[src/hw/rtl/wsd_pkg.sv]
// ----------------------------------------------------------------------------
// wsd_pkg
// Shared request types and result codes of the websocket frame deframer.
// ----------------------------------------------------------------------------
package wsd_pkg;

    // result kinds
    localparam logic [1:0] KIND_PAYLOAD = 2'd0;
    localparam logic [1:0] KIND_EMPTY   = 2'd1;
    localparam logic [1:0] KIND_ERROR   = 2'd2;

    // frame actions
    localparam logic [1:0] ACT_BINARY = 2'd0;
    localparam logic [1:0] ACT_CLOSE  = 2'd1;
    localparam logic [1:0] ACT_PING   = 2'd2;
    localparam logic [1:0] ACT_PONG   = 2'd3;

    // error codes
    localparam logic [2:0] ERR_NONE         = 3'd0;
    localparam logic [2:0] ERR_SHORT_HEADER = 3'd1;
    localparam logic [2:0] ERR_NO_FIN       = 3'd2;
    localparam logic [2:0] ERR_RSV          = 3'd3;
    localparam logic [2:0] ERR_NO_MASK      = 3'd4;
    localparam logic [2:0] ERR_LEN64        = 3'd5;
    localparam logic [2:0] ERR_LEN_MISMATCH = 3'd6;
    localparam logic [2:0] ERR_BAD_OPCODE   = 3'd7;

    // opcodes that are accepted
    localparam logic [3:0] OP_BINARY = 4'h2;
    localparam logic [3:0] OP_CLOSE  = 4'h8;
    localparam logic [3:0] OP_PING   = 4'h9;
    localparam logic [3:0] OP_PONG   = 4'hA;

    // header field constants
    localparam logic [6:0] LEN_EXT16 = 7'd126;
    localparam logic [6:0] LEN_EXT64 = 7'd127;

    // input request
    typedef struct packed {
        logic [7:0] rx_byte;
        logic       segment_end;
    } in_t;

    // result request
    typedef struct packed {
        logic [1:0] kind;
        logic [7:0] data;
        logic [1:0] action;
        logic       last_of_payload;
        logic [2:0] error_code;
    } out_t;

endpackage

[src/hw/rtl/websocket_frame_deframer_core.sv]
// ----------------------------------------------------------------------------
// websocket_frame_deframer_core
// Client frame deframer: header checks, length, mask key, unmasked payload.
// ----------------------------------------------------------------------------
// One received byte is taken per cycle while s_ready is high; its result, if
// any, is registered in the result register. The header decode, the length
// counter and the unmasking xor all sit in one combinational pass between the
// s_ port and the result register, so the sustained rate is one byte per cycle
// unless m_ready holds results back. A skid stage behind the result register
// lets the block keep taking bytes while a result waits; s_ready drops only
// when both stages are full. There is no clearing pass after reset.
module websocket_frame_deframer_core (
    input  logic          aclk,
    input  logic          aresetn,
    input  logic          s_valid,
    output logic          s_ready,
    input  wsd_pkg::in_t  s_data,
    output logic          m_valid,
    input  logic          m_ready,
    output wsd_pkg::out_t m_data
);

    // frame phases
    localparam logic [2:0] PH_HDR0    = 3'd0;
    localparam logic [2:0] PH_HDR1    = 3'd1;
    localparam logic [2:0] PH_EXT     = 3'd2;
    localparam logic [2:0] PH_MASK    = 3'd3;
    localparam logic [2:0] PH_PAY     = 3'd4;
    localparam logic [2:0] PH_SWALLOW = 3'd5;

    logic [2:0]  phase_reg, phase_next;
    logic [2:0]  hidx_reg, hidx_next;
    logic [3:0]  opcode_reg, opcode_next;
    logic [15:0] remain_reg, remain_next;
    logic [31:0] key_reg, key_next;
    logic [1:0]  midx_reg, midx_next;
    logic        disc_reg, disc_next;
    logic        fin_reg, fin_next;
    logic        rsv_reg, rsv_next;
    logic        ext_reg, ext_next;
    logic [2:0]  pend_reg, pend_next;

    logic          out_valid_reg, skid_valid_reg;
    wsd_pkg::out_t out_data_reg, skid_data_reg;

    logic          accept;
    logic          res_valid;
    wsd_pkg::out_t res;
    logic          err;
    logic [2:0]    err_code;
    logic          act_ok;
    logic [1:0]    act;
    logic [1:0]    k;
    logic [15:0]   remain_dec;
    logic [7:0]    b;
    logic          se;

    assign s_ready = !skid_valid_reg;
    assign accept  = s_valid && s_ready;
    assign m_valid = out_valid_reg;
    assign m_data  = out_data_reg;
    assign b       = s_data.rx_byte;
    assign se      = s_data.segment_end;

    // opcode classification
    always_comb begin
        act_ok = 1'b1;
        act    = wsd_pkg::ACT_BINARY;
        case (opcode_reg)
            wsd_pkg::OP_BINARY: act = wsd_pkg::ACT_BINARY;
            wsd_pkg::OP_CLOSE:  act = wsd_pkg::ACT_CLOSE;
            wsd_pkg::OP_PING:   act = wsd_pkg::ACT_PING;
            wsd_pkg::OP_PONG:   act = wsd_pkg::ACT_PONG;
            default:            act_ok = 1'b0;
        endcase
    end

    assign k          = 2'(hidx_reg[1:0] - (ext_reg ? 2'd0 : 2'd2));
    assign remain_dec = 16'(remain_reg - 16'd1);

    // per-byte frame decode
    always_comb begin
        phase_next  = phase_reg;
        hidx_next   = hidx_reg;
        opcode_next = opcode_reg;
        remain_next = remain_reg;
        key_next    = key_reg;
        midx_next   = midx_reg;
        disc_next   = disc_reg;
        fin_next    = fin_reg;
        rsv_next    = rsv_reg;
        ext_next    = ext_reg;
        pend_next   = pend_reg;
        res_valid   = 1'b0;
        res         = '0;
        err         = 1'b0;
        err_code    = wsd_pkg::ERR_NONE;

        if (disc_reg) begin
            if (se) begin
                disc_next  = 1'b0;
                phase_next = PH_HDR0;
                hidx_next  = 3'd0;
            end
        end else begin
            case (phase_reg)
                PH_HDR0: begin
                    fin_next    = b[7];
                    rsv_next    = |b[6:4];
                    opcode_next = b[3:0];
                    hidx_next   = 3'd1;
                    phase_next  = PH_HDR1;
                    if (se) begin
                        err      = 1'b1;
                        err_code = wsd_pkg::ERR_SHORT_HEADER;
                    end
                end
                PH_HDR1: begin
                    if (!fin_reg)                       pend_next = wsd_pkg::ERR_NO_FIN;
                    else if (rsv_reg)                   pend_next = wsd_pkg::ERR_RSV;
                    else if (!b[7])                     pend_next = wsd_pkg::ERR_NO_MASK;
                    else if (b[6:0] == wsd_pkg::LEN_EXT64) pend_next = wsd_pkg::ERR_LEN64;
                    else                                pend_next = wsd_pkg::ERR_NONE;
                    ext_next    = (b[6:0] == wsd_pkg::LEN_EXT16);
                    remain_next = {9'd0, b[6:0]};
                    key_next    = '0;
                    midx_next   = 2'd0;
                    hidx_next   = 3'd2;
                    phase_next  = (b[6:0] == wsd_pkg::LEN_EXT16) ? PH_EXT : PH_MASK;
                    if (se) begin
                        err      = 1'b1;
                        err_code = wsd_pkg::ERR_SHORT_HEADER;
                    end
                end
                PH_EXT: begin
                    if (hidx_reg == 3'd2) begin
                        remain_next = {b, 8'd0};
                    end else begin
                        remain_next = {remain_reg[15:8], b};
                        phase_next  = PH_MASK;
                    end
                    hidx_next = 3'(hidx_reg + 3'd1);
                    if (se) begin
                        err      = 1'b1;
                        err_code = wsd_pkg::ERR_SHORT_HEADER;
                    end
                end
                PH_MASK: begin
                    // collect key byte into its lane
                    for (int j = 0; j < 4; j++) begin
                        if (k == 2'(j)) begin
                            key_next[8*j +: 8] = key_reg[8*j +: 8] | b;
                        end
                    end
                    hidx_next = 3'(hidx_reg + 3'd1);
                    if (hidx_reg == 3'd5 && pend_reg != wsd_pkg::ERR_NONE) begin
                        err      = 1'b1;
                        err_code = pend_reg;
                    end else if (k != 2'd3) begin
                        if (se) begin
                            err      = 1'b1;
                            err_code = wsd_pkg::ERR_SHORT_HEADER;
                        end
                    end else begin
                        hidx_next = 3'd0;
                        midx_next = 2'd0;
                        if (remain_reg == 16'd0) begin
                            if (!se) begin
                                err      = 1'b1;
                                err_code = wsd_pkg::ERR_LEN_MISMATCH;
                            end else if (!act_ok) begin
                                err      = 1'b1;
                                err_code = wsd_pkg::ERR_BAD_OPCODE;
                            end else begin
                                res_valid           = 1'b1;
                                res.kind            = wsd_pkg::KIND_EMPTY;
                                res.action          = act;
                                res.last_of_payload = 1'b1;
                                phase_next          = PH_HDR0;
                            end
                        end else if (se) begin
                            err      = 1'b1;
                            err_code = wsd_pkg::ERR_LEN_MISMATCH;
                        end else begin
                            phase_next = act_ok ? PH_PAY : PH_SWALLOW;
                        end
                    end
                end
                PH_PAY: begin
                    midx_next   = 2'(midx_reg + 2'd1);
                    remain_next = remain_dec;
                    if (remain_dec == 16'd0 ? !se : se) begin
                        err      = 1'b1;
                        err_code = wsd_pkg::ERR_LEN_MISMATCH;
                    end else begin
                        res_valid           = 1'b1;
                        res.kind            = wsd_pkg::KIND_PAYLOAD;
                        res.data            = b ^ key_reg[8*midx_reg +: 8];
                        res.action          = act;
                        res.last_of_payload = (remain_dec == 16'd0);
                        if (remain_dec == 16'd0) begin
                            phase_next = PH_HDR0;
                        end
                    end
                end
                PH_SWALLOW: begin
                    remain_next = remain_dec;
                    if (remain_dec == 16'd0) begin
                        err      = 1'b1;
                        err_code = se ? wsd_pkg::ERR_BAD_OPCODE : wsd_pkg::ERR_LEN_MISMATCH;
                    end else if (se) begin
                        err      = 1'b1;
                        err_code = wsd_pkg::ERR_LEN_MISMATCH;
                    end
                end
                default: begin
                    phase_next = PH_HDR0;
                    hidx_next  = 3'd0;
                end
            endcase

            // error report overrides the frame progress
            if (err) begin
                res_valid      = 1'b1;
                res            = '0;
                res.kind       = wsd_pkg::KIND_ERROR;
                res.error_code = err_code;
                disc_next      = !se;
                phase_next     = PH_HDR0;
                hidx_next      = 3'd0;
            end
        end
    end

    // frame state
    always_ff @(posedge aclk) begin
        if (!aresetn) begin
            phase_reg  <= PH_HDR0;
            hidx_reg   <= 3'd0;
            opcode_reg <= 4'd0;
            remain_reg <= 16'd0;
            key_reg    <= 32'd0;
            midx_reg   <= 2'd0;
            disc_reg   <= 1'b0;
            fin_reg    <= 1'b0;
            rsv_reg    <= 1'b0;
            ext_reg    <= 1'b0;
            pend_reg   <= wsd_pkg::ERR_NONE;
        end else if (accept) begin
            phase_reg  <= phase_next;
            hidx_reg   <= hidx_next;
            opcode_reg <= opcode_next;
            remain_reg <= remain_next;
            key_reg    <= key_next;
            midx_reg   <= midx_next;
            disc_reg   <= disc_next;
            fin_reg    <= fin_next;
            rsv_reg    <= rsv_next;
            ext_reg    <= ext_next;
            pend_reg   <= pend_next;
        end
    end

    // result register with skid stage
    always_ff @(posedge aclk) begin
        if (!aresetn) begin
            out_valid_reg  <= 1'b0;
            skid_valid_reg <= 1'b0;
        end else if (!out_valid_reg || m_ready) begin
            out_valid_reg  <= skid_valid_reg || (accept && res_valid);
            skid_valid_reg <= 1'b0;
        end else if (accept && res_valid) begin
            skid_valid_reg <= 1'b1;
        end
    end

    always_ff @(posedge aclk) begin
        if (!out_valid_reg || m_ready) begin
            out_data_reg <= skid_valid_reg ? skid_data_reg : res;
        end else if (accept && res_valid) begin
            skid_data_reg <= res;
        end
    end

endmodule

[config.mk]
export PLATFORM = sky130hd
export DESIGN_NAME = websocket_frame_deframer_core
export DESIGN_NICKNAME = d
export VERILOG_FILES = /design/src/hw/rtl/wsd_pkg.sv /design/src/hw/rtl/websocket_frame_deframer_core.sv
export SDC_FILE = /design/constraint.sdc
export NUM_CORES = 1
export LEC_CHECK = 0
export ABC_AREA = 1
export BUFFER_PORTS_ARGS = -buffer_cell sky130_fd_sc_hd__buf_2
export CELL_PAD_IN_SITES_DETAIL_PLACEMENT = 2
export CELL_PAD_IN_SITES_GLOBAL_PLACEMENT = 2
export CORE_MARGIN = 4
export CORE_UTILIZATION = 39
export DETAILED_ROUTE_END_ITERATION = 12
export PLACE_DENSITY = 0.85
export SLEW_MARGIN = 20
export SYNTH_ARGS = -nofsm -noshare
export SYNTH_HDL_FRONTEND = slang
export SYNTH_SLANG_ARGS = --single-unit
[constraint.sdc]
create_clock -name aclk -period 6 [get_ports aclk]
set_clock_uncertainty 0.05 [all_clocks]
set_input_delay 0.3 -clock aclk [delete_from_list [all_inputs] [get_ports aclk]]
set_output_delay 0.3 -clock aclk [all_outputs]
set_load 0.05 [all_outputs]
==> out/results.ini <==
[yosys]
yosysMostFrequentCell = nand2_1
synth_cell_type_count = 48
synth_compound_area_frac = 0.183
synth_edf_count = 32
synthAdderAreaFrac = 0.0163
netlist_top_cells_count = nand2_1, inv_1, nor2_1, a21oi_1, dfxtp_1
synth_top_family_by_area = simple AND/OR/NAND/NOR gates
synth_area_leaders = dfxtp_1, edfxtp_1, nand2_1
yosysTopAreaCellShare = 0.257
yosysWarningCount = 0
async_flop_share = 0
synth_xor_area_frac = 0.00791
synth-seq-cells = 101
ys.flop_type = dfxtp_1
yosys.area.top_type = dfxtp_1
ys_seq_area_frac = 0.436
syn_avg_cell_area_sq_um = 7.46
synth_cells = 721
synthSimpleGateAreaFrac = 0.275
netlist_area_sq_um = 5380
synthesis.nets = 741
synth_mux_area_frac = 0

[timing]
timing.hold.ws_ns = 0.211
setup_viol = 0
setup_tns_ns = 0
fmax_mhz = 241
worst_slew_margin_rel = 0.342
fin_crit_ns = 4.16
hold_viol_final = 0
finalCritPeriodShare = 0.693
rsz0062_at_grt = false
report.final.slew_viol_count = 0
worst_pin_slew_ns = 0.974

[grt]
grt_pass1_vias = 5739
antenna_found_initial = 0
grt_usage = 0.256
grt_pass1_wl_microns = 31700
grt_max_degree = 36
overflow = 0

[clock_tree]
cts_tree = built
cts_resized = 0
postCtsSetupRepairBufs = 0
cts_buffers = 9
cts-root-buf = clkbuf_16
clock_latency_ns = 0.37
clock-sinks = 101
cts.htree.levels = 3
clock_path_buffers = 2
cts.clk_slew.worst_paths_ns = 0.07
hold_buffers = 0

[run_status]
status = finished clean

[layout]
drive_above_1_share = 0.123
largest_reg_flops = 32
n_antenna_cell = 0
post-route-util = 0.447
syn_to_final_growth_pct = 10.9
nets = 765
finalInstanceArea_sq_um = 5960

[min_path]
hold_path_class = in2reg

[route]
drt_first_iter_violations = 310
ant_nets = 0
drc = 0
num_vias = 5159
vias_per_cell = 5.57
dr.pass1.iters = 5
routedWlPerCell_microns = 21.2
wirelength_microns = 19600

[floorplanning]
rows = 42
num_io_pins = 31
dieWidth_microns = 125
dieArea_sq_um = 15700
start_util = 0.403
fp.dieH_microns = 125
core_sq_um = 13300

[setup_path]
worst-path-max-fanout = 16
crit_chain = inv_1, ha_1, xnor2_1, nand3_1, nor4_1, nand4_1, nor3_1, inv_1, ha_1, nor2_1, inv_1, nand2_1, o21ai_1, nor2_1, buf_4
endpoint_kind = flip-flop
cp_slowest_cell = nor2_1
cpMostUsedCell = inv_1
crit_required_ns = 5.99
worst_setup_path_start_kind = flip-flop
cp_slowest_stage_delay_ns = 0.46
path_class = reg2reg
arrival_ns = 4.15

[power]
p_leak_uw = 0.00262
worst_ir_drop_vdd_uv = 160
power_uw = 2110
powerDensity_nw_per_um2 = 353

[place]
io_buffer_count = 30
place_area_sq_um = 5680
routabilityCongestion = 0.843
dp_hpwl_microns = 14700

[job]
drv_cap = 0

-- layout by cell type (no fill, tap or decap), types with 7 or more instances in the layout --
cell / count
a211oi_1: 7
a21oi_1: 77
buf_2: 30
clkbuf_16: 9
dfxtp_1: 68
edfxtp_1: 32
ha_1: 7
inv_1: 80
inv_2: 11
nand2_1: 178
nand2_2: 8
nand3_1: 22
nand4_1: 13
nor2_1: 80
nor3_1: 8
o21ai_0: 45
o22ai_1: 11
-- through the flow --
stage	instances	worst slack [ns]
after floorplan	721	2.36
after global placement	910	2.39
after detailed placement	910	2.06
after CTS	926	1.83
after global routing	926	1.46
final	926	1.84
-- routing by layer --
layer | global-route usage | vias to the layer above | routed length (microns)
met3 | 0.0397 | 26 | 537
met4 | 0.0765 | 0 | 379
li1 | - | 2432 | -
met2 | 0.467 | 102 | 10300
met5 | 0 | - | 0
met1 | 0.310 | 2599 | 8430
-- worst max-delay path: cells and delay by family (launching register included) --
family,cells,cell delay (ns)
simple gates,7,1.65
buf+inv,4,0.70
fa+ha+maj,2,0.66
compound gates,1,0.11
xor+xnor,1,0.31
flops,1,0.35
-- final cells by class --
class / count / area, sq um
Multi-Input combinational cell: 507 / 2590
Timing Repair Buffer: 31 / 158
Sequential cell: 101 / 2340
Tap cell: 176 / 220
Clock inverter: 5 / 42.5
Inverter: 95 / 364
Fill cell: 1583 / 7380
Clock buffer: 11 / 243
-- power breakdown --
part	internal [uW]	switching [uW]	leakage, uW	total, uW
combinational	188	513	0.00158	701
clock	298	284	0.000137	582
sequential	763	59.0	0.000910	822
total	1250	856	0.00262	2110
-- final timing paths --
path / end / slack [ns] / cells past startpoint / from
max: skid_data_reg[14] / 1.84 / 15 / remain_reg[0]
min: key_reg[22] / 0.21 / 3 / s_data[7]
min reg2reg: key_reg[1] / 0.40 / 2 / key_reg[1]
max reg2reg: skid_data_reg[14] / 1.84 / 15 / remain_reg[0]
-- logic make-up after synthesis --
| family | after synthesis |
|---|---|
| AND/OR/NAND/NOR | 331 |
| buffers and inverters | 113 |
| adder cells (fa/ha/maj) | 7 |
| AO/OA/AOI/OAI | 165 |
| XOR/XNOR | 4 |
| flip-flops | 101 |
Note: power is estimated with default switching activity, not from simulation.
